===== src/hdl/ordered_array_list_engine_core_assert.svh =====
// Assertion macros shared by the list engine RTL.
`ifndef ORDERED_ARRAY_LIST_ENGINE_CORE_ASSERT_SVH
`define ORDERED_ARRAY_LIST_ENGINE_CORE_ASSERT_SVH

// same-cycle implication
`define OLEC_ASSERT_NOW(label, ante, cons, msg) \
    label: assert property (@(posedge clk) disable iff (!rst_n) (ante) |-> (cons)) \
        else $error(msg);

// next-cycle implication
`define OLEC_ASSERT_NEXT(label, ante, cons, msg) \
    label: assert property (@(posedge clk) disable iff (!rst_n) (ante) |=> (cons)) \
        else $error(msg);

`endif


===== src/hdl/olec_pkg.sv =====
// Shared types and constants for the ordered list engine.
`default_nettype none

package olec_pkg;

    localparam int CAPACITY = 16;
    localparam int IDX_W    = $clog2(CAPACITY);
    localparam int POS_W    = 5;
    localparam int DATA_W   = 32;

    typedef enum logic [2:0] {
        OP_INSERT     = 3'd0,
        OP_DELETE_AT  = 3'd1,
        OP_DELETE_VAL = 3'd2,
        OP_GET        = 3'd3,
        OP_LOCATE     = 3'd4,
        OP_CLEAR      = 3'd5
    } olec_op_t;

    typedef struct packed {
        logic                     insert_en;
        logic                     del_at_en;
        logic                     del_val_en;
        logic        [POS_W-1:0]  pos;
        logic signed [DATA_W-1:0] key;
        logic        [POS_W-1:0]  count;
    } olec_ctrl_t;

endpackage

`default_nettype wire


===== src/hdl/olec_cell.sv =====
// One list slot: holds an entry, compares it to the key, shifts with its neighbors.
`default_nettype none

module olec_cell #(
    parameter int IDX = 0
) (
    input  wire                                  clk,
    input  wire olec_pkg::olec_ctrl_t            ctrl,
    input  wire logic signed [olec_pkg::DATA_W-1:0] left_value,
    input  wire logic signed [olec_pkg::DATA_W-1:0] right_value,
    input  wire logic                            seen_in,
    output logic                                 seen_out,
    output logic                                 first_hit,
    output logic signed [olec_pkg::DATA_W-1:0]   value
);
    import olec_pkg::*;

    localparam logic [POS_W-1:0] POS_ID = POS_W'(IDX + 1);

    logic signed [DATA_W-1:0] value_reg;
    logic signed [DATA_W-1:0] value_next;
    logic                     hit;

    assign hit       = (POS_ID <= ctrl.count) && (value_reg == ctrl.key);
    assign seen_out  = seen_in | hit;
    assign first_hit = hit & ~seen_in;
    assign value     = value_reg;

    always_comb
    begin
        priority if (ctrl.insert_en && (POS_ID > ctrl.pos))
            value_next = left_value;
        else if (ctrl.insert_en && (POS_ID == ctrl.pos))
            value_next = ctrl.key;
        else if (ctrl.del_at_en && (POS_ID >= ctrl.pos))
            value_next = right_value;
        else if (ctrl.del_val_en && seen_out)
            value_next = right_value;
        else
            value_next = value_reg;
    end

    always_ff @(posedge clk)
    begin
        value_reg <= value_next;
    end

endmodule

`default_nettype wire


===== src/hdl/ordered_array_list_engine_core.sv =====
// Top level: bounded ordered list built as a row of shifting cells.
//
//  channel | dir | tdata fields (low bit first)
//  s_axis  | in  | op[2:0], position[7:3], item_value[39:8]
//  m_axis  | out | ok[0], read_value[32:1], found_position[37:33], list_length[42:38]
//
//  One transaction per cycle while s_axis_tready is high; its result is registered
//  and appears in the next cycle. Every cell compares and shifts in that same cycle;
//  the first-match chain through the row of cells sets the path length.
//  rst_n clears the length and the output valid flag; entries and result fields are not.
//  s_axis_tready drops only while a result waits and m_axis_tready is low.
`default_nettype none

module ordered_array_list_engine_core (
    input  wire         clk,
    input  wire         rst_n,
    input  wire         s_axis_tvalid,
    output logic        s_axis_tready,
    input  wire  [39:0] s_axis_tdata,   // op, position, item_value
    output logic        m_axis_tvalid,
    input  wire         m_axis_tready,
    output logic [47:0] m_axis_tdata    // ok, read_value, found_position, list_length
);
    import olec_pkg::*;

    `include "ordered_array_list_engine_core_assert.svh"

    logic                     fire;
    logic [2:0]               op;
    logic [POS_W-1:0]         pos;
    logic signed [DATA_W-1:0] key;

    logic [POS_W-1:0]         count_reg, count_next;
    logic                     out_valid_reg;
    logic                     ok_reg, ok_next;
    logic signed [DATA_W-1:0] rv_reg, rv_next;
    logic [POS_W-1:0]         fp_reg, fp_next;

    logic                     pos_ok, ins_ok, found;
    logic [POS_W-1:0]         pos_m1;
    logic [POS_W-1:0]         first_pos;
    olec_ctrl_t               ctrl;

    logic signed [DATA_W-1:0] values [CAPACITY];
    logic [CAPACITY:0]        seen;
    logic [CAPACITY-1:0]      first_hit;

    assign s_axis_tready = ~out_valid_reg | m_axis_tready;
    assign fire          = s_axis_tvalid & s_axis_tready;
    assign op            = s_axis_tdata[2:0];
    assign pos           = s_axis_tdata[7:3];
    assign key           = s_axis_tdata[39:8];

    assign pos_ok = (pos != '0) && (pos <= count_reg);
    assign ins_ok = (pos != '0) && ({1'b0, pos} <= ({1'b0, count_reg} + 6'd1))
                    && (count_reg < POS_W'(CAPACITY));
    assign pos_m1 = pos - POS_W'(1);
    assign found  = seen[CAPACITY];

    assign ctrl.insert_en  = fire && (op == OP_INSERT) && ins_ok;
    assign ctrl.del_at_en  = fire && (op == OP_DELETE_AT) && pos_ok;
    assign ctrl.del_val_en = fire && (op == OP_DELETE_VAL);
    assign ctrl.pos        = pos;
    assign ctrl.key        = key;
    assign ctrl.count      = count_reg;

    assign seen[0] = 1'b0;

    genvar g;
    generate
        for (g = 0; g < CAPACITY; g++)
        begin : g_cell
            olec_cell #(
                .IDX (g)
            ) u_cell (
                .clk         (clk),
                .ctrl        (ctrl),
                .left_value  ((g == 0) ? key : values[(g == 0) ? 0 : g - 1]),
                .right_value (values[(g == CAPACITY - 1) ? g : g + 1]),
                .seen_in     (seen[g]),
                .seen_out    (seen[g + 1]),
                .first_hit   (first_hit[g]),
                .value       (values[g])
            );
        end
    endgenerate

    always_comb
    begin
        first_pos = '0;
        for (int k = 0; k < CAPACITY; k++)
        begin
            if (first_hit[k])
                first_pos = first_pos | POS_W'(k + 1);
        end
    end

    always_comb
    begin
        ok_next    = 1'b0;
        rv_next    = '0;
        fp_next    = '0;
        count_next = count_reg;
        unique case (op)
            OP_INSERT:
            begin
                ok_next = ins_ok;
                if (ins_ok)
                    count_next = count_reg + POS_W'(1);
            end
            OP_DELETE_AT:
            begin
                ok_next = pos_ok;
                if (pos_ok)
                begin
                    rv_next    = values[pos_m1[IDX_W-1:0]];
                    count_next = count_reg - POS_W'(1);
                end
            end
            OP_DELETE_VAL:
            begin
                ok_next = found;
                if (found)
                begin
                    rv_next    = key;
                    count_next = count_reg - POS_W'(1);
                end
            end
            OP_GET:
            begin
                ok_next = pos_ok;
                if (pos_ok)
                    rv_next = values[pos_m1[IDX_W-1:0]];
            end
            OP_LOCATE:
            begin
                ok_next = found;
                fp_next = first_pos;
            end
            OP_CLEAR:
            begin
                ok_next    = 1'b1;
                count_next = '0;
            end
            default:
            begin
                ok_next = 1'b0;
            end
        endcase
    end

    always_ff @(posedge clk or negedge rst_n)
    begin
        if (!rst_n)
        begin
            count_reg     <= '0;
            out_valid_reg <= 1'b0;
        end
        else
        begin
            if (fire)
            begin
                count_reg     <= count_next;
                out_valid_reg <= 1'b1;
            end
            else if (m_axis_tready)
            begin
                out_valid_reg <= 1'b0;
            end
        end
    end

    always_ff @(posedge clk)
    begin
        if (fire)
        begin
            ok_reg <= ok_next;
            rv_reg <= rv_next;
            fp_reg <= fp_next;
        end
    end

    assign m_axis_tvalid = out_valid_reg;
    assign m_axis_tdata  = {5'b0, count_reg, fp_reg, rv_reg, ok_reg};

    `OLEC_ASSERT_NOW(a_count_bound, 1'b1, count_reg <= POS_W'(CAPACITY),
        "list length above capacity")
    `OLEC_ASSERT_NOW(a_found_ok, out_valid_reg && (fp_reg != '0), ok_reg,
        "found position without ok")
    `OLEC_ASSERT_NEXT(a_clear, fire && (op == OP_CLEAR), (count_reg == '0) && ok_reg,
        "clear did not empty the list")
    `OLEC_ASSERT_NEXT(a_result, fire, out_valid_reg,
        "accepted transaction gave no result")

endmodule

`default_nettype wire


===== config.mk =====
export PLATFORM = sky130hd
export DESIGN_NAME = ordered_array_list_engine_core
export DESIGN_NICKNAME = d
export VERILOG_FILES = /design/src/hdl/olec_pkg.sv /design/src/hdl/olec_cell.sv /design/src/hdl/ordered_array_list_engine_core.sv
export VERILOG_INCLUDE_DIRS = /design/src /design/src/hdl
export SDC_FILE = /design/constraint.sdc
export NUM_CORES = 2
export LEC_CHECK = 0
export BUFFER_PORTS_ARGS = -buffer_cell sky130_fd_sc_hd__buf_2
export CORE_MARGIN = 4
export CORE_UTILIZATION = 37
export DETAILED_ROUTE_END_ITERATION = 16
export GPL_TIMING_DRIVEN = 0
export PLACE_DENSITY = 0.62
export SLEW_MARGIN = 20
export SYNTH_ARGS = -nofsm -noshare
export SYNTH_HDL_FRONTEND = slang
export SYNTH_SLANG_ARGS = --single-unit

===== constraint.sdc =====
create_clock -name clk -period 6.72 [get_ports clk]
set_clock_uncertainty 0.1 [all_clocks]
set_input_delay 1.344 -clock clk [delete_from_list [all_inputs] [get_ports clk]]
set_output_delay 1.344 -clock clk [all_outputs]
set_load 0.05 [all_outputs]

Yosys cells after proc, flatten, opt, wreduce, memory -nomap -nowiden
Cells that the tools add are included.
W data, S select, Z words.
{"block": "totals", "reg_bits": 556, "inputBits": 44, "word_cells": 365, "output_inout_bits": 50}
{"block": "op_classes", "n_reduce_logical": 109, "add_sub_neg": 4, "eq_ne": 40, "bitwise_logic": 49, "mux": 91, "n_lt_le_gt_ge": 51}
{"op": "$mux W32", "count": 66}
{"op": "$eq A32 B32 Y1", "count": 16}
{"op": "$bmux W32 S4", "count": 1}
{"op": "$logic_and A1 B1 Y1", "count": 86}
{"op": "$pmux W32 S2", "count": 1}
{"op": "$reduce_bool A4 Y1", "count": 16}
{"op": "$eq A4 B5 Y1 const A", "count": 8}
{"op": "$ge A4 B5 Y1 const A", "count": 8}
{"op": "$gt A4 B5 Y1 const A", "count": 8}
{"op": "$le A4 B5 Y1 const A", "count": 8}
{"op": "$mux W4", "count": 8}
{"op": "$eq A3 B5 Y1 const A", "count": 4}
{"op": "$ge A3 B5 Y1 const A", "count": 4}
{"op": "$gt A3 B5 Y1 const A", "count": 4}
{"op": "$le A3 B5 Y1 const A", "count": 4}
{"op": "$mux W5", "count": 4}
{"op": "$pmux W5 S4", "count": 1}
{"op": "$and A1 B1 Y1", "count": 16}
{"op": "$not A1 Y1", "count": 16}
{"op": "$or A1 B1 Y1", "count": 16}
{"op": "$mux W3", "count": 4}
{"op": "$eq A2 B5 Y1 const A", "count": 2}
{"op": "$ge A2 B5 Y1 const A", "count": 2}
{"op": "$gt A2 B5 Y1 const A", "count": 2}
{"op": "29 further kinds", "count": 39}

Logic depth before layout (Yosys ltp)
{"block": "logic_depth", "word_depth": 21, "depth_mapped": 16, "depth_no_buf": 12}

Hierarchy
Synthesis repeated with hierarchy kept, for this count alone.
{"block": "unflattened", "hier_cells": 3679, "area_unflattened_um2": 39680.6}
{"module": "ordered_array_list_engine_core", "cells_each": 581, "area_each_um2": 6742.7, "seq_area_each_um2": 1291.2, "n_inst": 1}
{"module": "olec_cell (g_cell[1].u_cell)", "cells_each": 193, "area_each_um2": 2134.5, "seq_area_each_um2": 960.9, "n_inst": 1}
{"module": "olec_cell (g_cell[14].u_cell)", "cells_each": 194, "area_each_um2": 2113.3, "seq_area_each_um2": 960.9, "n_inst": 1}
{"module": "olec_cell (g_cell[15].u_cell)", "cells_each": 198, "area_each_um2": 2112.0, "seq_area_each_um2": 960.9, "n_inst": 1}
{"module": "olec_cell (g_cell[11].u_cell)", "cells_each": 195, "area_each_um2": 2095.8, "seq_area_each_um2": 960.9, "n_inst": 1}
{"module": "olec_cell (g_cell[13].u_cell)", "cells_each": 201, "area_each_um2": 2083.2, "seq_area_each_um2": 960.9, "n_inst": 1}
{"module": "olec_cell (g_cell[0].u_cell)", "cells_each": 199, "area_each_um2": 2069.5, "seq_area_each_um2": 960.9, "n_inst": 1}
{"module": "olec_cell (g_cell[10].u_cell)", "cells_each": 194, "area_each_um2": 2059.5, "seq_area_each_um2": 960.9, "n_inst": 1}
{"module": "olec_cell (g_cell[5].u_cell)", "cells_each": 195, "area_each_um2": 2055.7, "seq_area_each_um2": 960.9, "n_inst": 1}
{"module": "olec_cell (g_cell[6].u_cell)", "cells_each": 193, "area_each_um2": 2055.7, "seq_area_each_um2": 960.9, "n_inst": 1}
{"module": "olec_cell (g_cell[4].u_cell)", "cells_each": 198, "area_each_um2": 2053.2, "seq_area_each_um2": 960.9, "n_inst": 1}
{"module": "olec_cell (g_cell[8].u_cell)", "cells_each": 196, "area_each_um2": 2052.0, "seq_area_each_um2": 960.9, "n_inst": 1}
{"module": "olec_cell (g_cell[7].u_cell)", "cells_each": 194, "area_each_um2": 2048.2, "seq_area_each_um2": 960.9, "n_inst": 1}
{"module": "olec_cell (g_cell[2].u_cell)", "cells_each": 194, "area_each_um2": 2043.2, "seq_area_each_um2": 960.9, "n_inst": 1}
{"module": "+3 rows"}

Least setup slack after synthesis
Ideal clock, no wire load.
{"block": "synth_timing", "kind": "input-to-reg", "from": "in m_axis_tready", "to": "reg g_cell[5].u_cell.value_reg[0], enable pin", "required_time_ns": 6.154, "setup_slack_ns": 0.477, "setup_time_ns": 0.466, "n_path_buf": 0, "t_arrival_ns": 5.678, "path_stages": 5, "cell_sequence": "nand2b_1 > nand2_1 > inv_1 > nand2_1 > o21ai_0"}
{"block": "synth_via", "elab_chain_len": 6, "elab_cells_between_ends": 12, "classes_between": "2 x bitwise; 10 x reduce/logical"}
{"item": "start: declaration", "line_no": "ordered_array_list_engine_core.sv:21", "source": "input wire m_axis_tready,"}
{"item": "$or A1 B1 Y1 (*)", "line_no": "ordered_array_list_engine_core.sv:48", "source": "assign s_axis_tready = ~out_valid_reg | m_axis_tready;"}
{"item": "$and A1 B1 Y1 (*)", "line_no": "ordered_array_list_engine_core.sv:49", "source": "assign fire = s_axis_tvalid & s_axis_tready;"}
{"item": "net fire", "line_no": "ordered_array_list_engine_core.sv:28", "source": "logic fire;"}
{"item": "$logic_and A1 B1 Y1 (on tied branches) (2 in series)", "line_no": "ordered_array_list_engine_core.sv:61, ordered_array_list_engine_core.sv:60"}
{"item": "$logic_and A1 B1 Y1 (on tied branches)", "line_no": "olec_cell.sv:35, olec_cell.sv:31, olec_cell.sv:33"}
{"item": "$reduce_bool A4 Y1 (no line) (*)"}
{"item": "end signal: assignment", "line_no": "olec_cell.sv:45", "source": "value_reg <= value_next;"}
{"item": "end: declaration", "line_no": "olec_cell.sv:20", "source": "logic signed [DATA_W-1:0] value_reg;"}
The timed path passes the listed nets; every way through them passes the cells marked *.
A chain may end at the register's enable or synchronous reset.

Worst setup path after layout
{"block": "layout_timing", "from": "in s_axis_tdata[4]", "to": "reg g_cell[1].u_cell.value_reg[20], enable pin"}
{"block": "layout_via", "elab_chain_len": 6, "elab_cells_between_ends": 15, "classes_between": "4 x order compare; 1 x eq/ne; 10 x reduce/logical"}
{"item": "start: declaration", "line_no": "ordered_array_list_engine_core.sv:19", "source": "input wire [39:0] s_axis_tdata,"}
{"item": "$le A5 B6 Y1 / $reduce_bool A5 Y1 (equally long branches)", "line_no": "ordered_array_list_engine_core.sv:55, ordered_array_list_engine_core.sv:54"}
{"item": "$logic_and A1 B1 Y1", "line_no": "ordered_array_list_engine_core.sv:55", "source": "assign ins_ok = (pos != '0) && ({1'b0, pos} <= ({1'b0, count_reg} + 6'd1))"}
{"item": "$logic_and A1 B1 Y1", "line_no": "ordered_array_list_engine_core.sv:56", "source": "&& (count_reg < POS_W'(CAPACITY));"}
{"item": "$logic_and A1 B1 Y1", "line_no": "ordered_array_list_engine_core.sv:60", "source": "assign ctrl.insert_en = fire && (op == OP_INSERT) && ins_ok;"}
{"item": "$logic_and A1 B1 Y1 (on tied branches)", "line_no": "olec_cell.sv:33, olec_cell.sv:31"}
{"item": "$reduce_bool A4 Y1 (no line) (*)"}
{"item": "end signal: assignment", "line_no": "olec_cell.sv:45"}
{"item": "end: declaration", "line_no": "olec_cell.sv:20"}
Mark *: on every way between the ends. The rest lies on a longest branch, timed or not.

==> impl_metrics.py <==
metrics = {
    "cts": {
        "clk_path_buf_depth": 3,
        "cts_tree": "yes",
        "post_cts_buffers": 0,
        "clockRootBuffer": "clkbuf_16",
        "clkLatencyLatePin_ps": 690,
        "ctsResizeCount": 0,
        "htree_levels": 3,
        "cts_made_buffers": 73,
        "clkTransAtPathRegs_ps": 60,
        "ctsHoldBuffers": 0,
        "clkSinkCount": 556,
    },
    "final_layout": {
        "largest_reg_flops": 512,
        "fin_nets": 4052,
        "seq_area_um2": 16670,
        "synthToLayoutAreaGrowth_pct": 13.29,
        "utilization_pct": 42.22,
        "drive_gt1_share_pct": 15.52,
        "multi_input_area_um2": 21580,
        "finalNonFillerCells": 5461,
        "finalInstanceArea_um2": 45260,
        "fillers": 10460,
    },
    "power": {
        "clkPwrFrac_pct": 39.7,
        "switching_power_uw": 3622,
        "p_per_area_nw_per_um2": 233.0,
        "seqPwrFrac_pct": 38.1,
        "p_comb_share_pct": 22.2,
        "peakVddDrop_v": 0.0001925,
        "p_int_uw": 6924,
        "p_leak_uw": 0.01620,
        "swShare_pct": 34.35,
    },
    "detailed_routing": {
        "drtPass1Iterations": 6,
        "wire_per_inst_um": 48.33,
        "vias": 38820,
        "viasPerCell": 7.108,
        "final_antenna_net_count": 0,
        "dr.first_iter.drc_count": 6946,
        "wl_mm": 263.9,
        "drc": 0,
    },
    "setup_path": {
        "crit_path_max_fanout": 12,
        "start_kind": "input pin",
        "crit_type": "input pin to flip-flop",
        "crit_chain": "buf_2 > clkinv_1 > ha_1 > nand2b_1 > nor3_1 > nor3b_1 > nand3_1 > o31ai_1 > nand2_1 > o31ai_4 > buf_6 > buf_6",
        "critPathMostFrequentCell": "buf_6",
        "worstPathArrival_ps": 6260,
        "cpPeakStageDelay_ps": 820,
        "cp_slowest_cell": "o31ai_1",
        "required_ps": 6990,
        "cp-end-kind": "flip-flop",
    },
    "logic_synthesis": {
        "yosysSeqAreaShare_pct": 41.72,
        "synth.area.top_cells": "edfxtp_1 41%, xor2_1 8.5%, mux2i_1 7.3%, mux4_2 7.2%, a21oi_1 3.7%",
        "synth-seq-cells": 556,
        "synth_top_area_share_pct": 41.34,
        "post-synth-top-area-cell": "edfxtp_1",
        "synth-edff-count": 550,
        "postSynthAreaPerCell_um2": 10.44,
        "ys_warn_count": 0,
        "ys.flop_type": "edfxtp_1",
        "synth_area_um2": 39950,
        "async_flop_share_pct": 1.079,
        "syn_inst": 3826,
        "ys_types": 81,
    },
    "sta": {
        "fin_crit_ps": 5991,
        "tightest_slew_ps": 1299,
        "slew_violations": 0,
        "setup_viol": 0,
        "fin_setup_tns_ps": 0,
        "finalCritPeriodShare_pct": 89.15,
        "maxSlewHeadroom_pct": 12.76,
        "hold_viol": 0,
        "rsz0062_at_grt": "no",
        "fmax_mhz": 166.9,
    },
    "grt": {
        "grt_pass1_vias": 35730,
        "track_usage_pct": 45.23,
        "top_usage_layer": "met2",
        "grt_overflow_total": 0,
        "gr-usage-met3_pct": 18.89,
        "antenna_found_initial": 21,
        "grtUsageMet1_pct": 52.72,
        "grt_start_max_net_pins": 36,
        "grtUsageMet2_pct": 64.73,
        "grt_pass1_wl_mm": 340.4,
    },
    "die": {
        "coreArea_um2": 107200,
        "die_w_um": 336.6,
        "rows": 120,
        "start_util_pct": 37.27,
        "io-pin-count": 94,
        "die-area_um2": 113300,
        "die_h_um": 336.6,
    },
    "flow_run": {
        "drv_cap": 0,
    },
    "placement": {
        "place_congestion": 1.131,
        "dp_hpwl_mm": 205.0,
        "dpl.cell_count": 5317,
        "io_buffers": 55,
        "place_area_um2": 42780,
    },
    "worst_hold_path": {
        "hp-class": "input pin to async pin",
    },
    "status": {
        "status": "complete, no violations",
    },
}
cells in the mapped netlist, types with 92 or more instances:
cell,instances
edfxtp_1,550
xor2_1,387
nor2_1,341
a21oi_1,299
mux2i_1,290
nand2_1,253
clkbuf_1,184
o22ai_1,184
o21ai_0,147
nor4_1,139
xnor2_1,131
mux4_2,128
buf_2,92
path summary, 6_finish.rpt:
path / endpoint / from / depth (start not counted) / slack (ps)
setup / recovery: g_cell[1].u_cell.value[20] / s_axis_tdata[4] / 12 / 730
hold / removal: count_reg[0] / rst_n / 1 / 420
setup reg to reg: fp_reg[0] / count_reg[0] / 11 / 900
hold reg to reg: m_axis_tvalid / m_axis_tvalid / 2 / 420
max in group asynchronous: count_reg[2] / rst_n / 1 / 5930
min in group clk: m_axis_tvalid / m_axis_tvalid / 2 / 420
cell usage in the layout (no fill, tap or decap), types with 46 or more instances in the layout:
master	Yosys	routed
buf_4	41	46
xnor2_1	131	131
mux4_2	128	128
a21oi_1	299	298
clkbuf_16	0	77
xor2_1	387	386
o21ai_0	147	143
edfxtp_1	550	550
clkbuf_1	184	177
mux2i_1	290	290
nor4_1	139	138
nand2_1	253	253
a211oi_1	66	65
nand4_1	86	86
mux2_2	64	64
buf_2	92	152
nor2_1	341	339
o22ai_1	184	181
power groups by stage:
stage / clock (µW) / combinational [µW] / sequential [µW]
floorplan: 0 / 1100 / 4120
global placement: 0 / 2170 / 4080
detailed placement: 0 / 2200 / 4070
CTS: 4160 / 2210 / 4000
global route: 4280 / 2360 / 4010
finish: 4190 / 2340 / 4010
final cells by class:
class / instances / area share [%]
clock buffers: 90 / 4.365
flip-flops and latches: 556 / 36.83
clock inverters: 43 / 0.9953
inverters: 13 / 0.1134
repair buffers: 84 / 1.880
well taps: 1403 / 3.879
plain buffers: 369 / 4.208
multi-input cells: 2892 / 47.67
diodes: 11 / 0.06082
critical path: cells and delay by family:
family,cells,cell delay [ps]
AO/OA/AOI/OAI,2,1590
AND/OR/NAND/NOR,5,1470
buffers and inverters,4,1390
adder cells (fa/ha/maj),1,410
kinds of logic (layout without fill, tap and decap cells):
kind of cell	count (synthesis)	in the layout	synth area share [%]
AO/OA/AOI/OAI	831	831	12.22
XOR/XNOR	520	520	11.44
adder cells (fa/ha/maj)	19	19	0.5951
buffers and inverters	382	599	4.808
flip-flops	556	556	41.72
multiplexers	482	482	16.29
other	1	16	0.009387
AND/OR/NAND/NOR	1035	1035	12.93
metrics by stage:
step,setup slack [ps],power [µW],hold slack [ps]
2_1_floorplan,476.7,5227,477.2
3_3_place_gp,-3352,6249,412.9
3_5_place_dp,79.39,6273,411.1
4_1_cts,790.7,10370,421.2
5_1_grt,939.2,10650,430.4
6_report,729.3,10550,419.8
routing by layer:
metal | wire, µm | vias up | part of all wire, %
met5 | 155 | - | 0.059
met4 | 28630 | 10 | 11
met3 | 37980 | 1052 | 14
met1 | 90030 | 19200 | 34
li1 | - | 14770 | -
met2 | 107100 | 3788 | 41
Note: power is estimated with default switching activity, not from simulation.
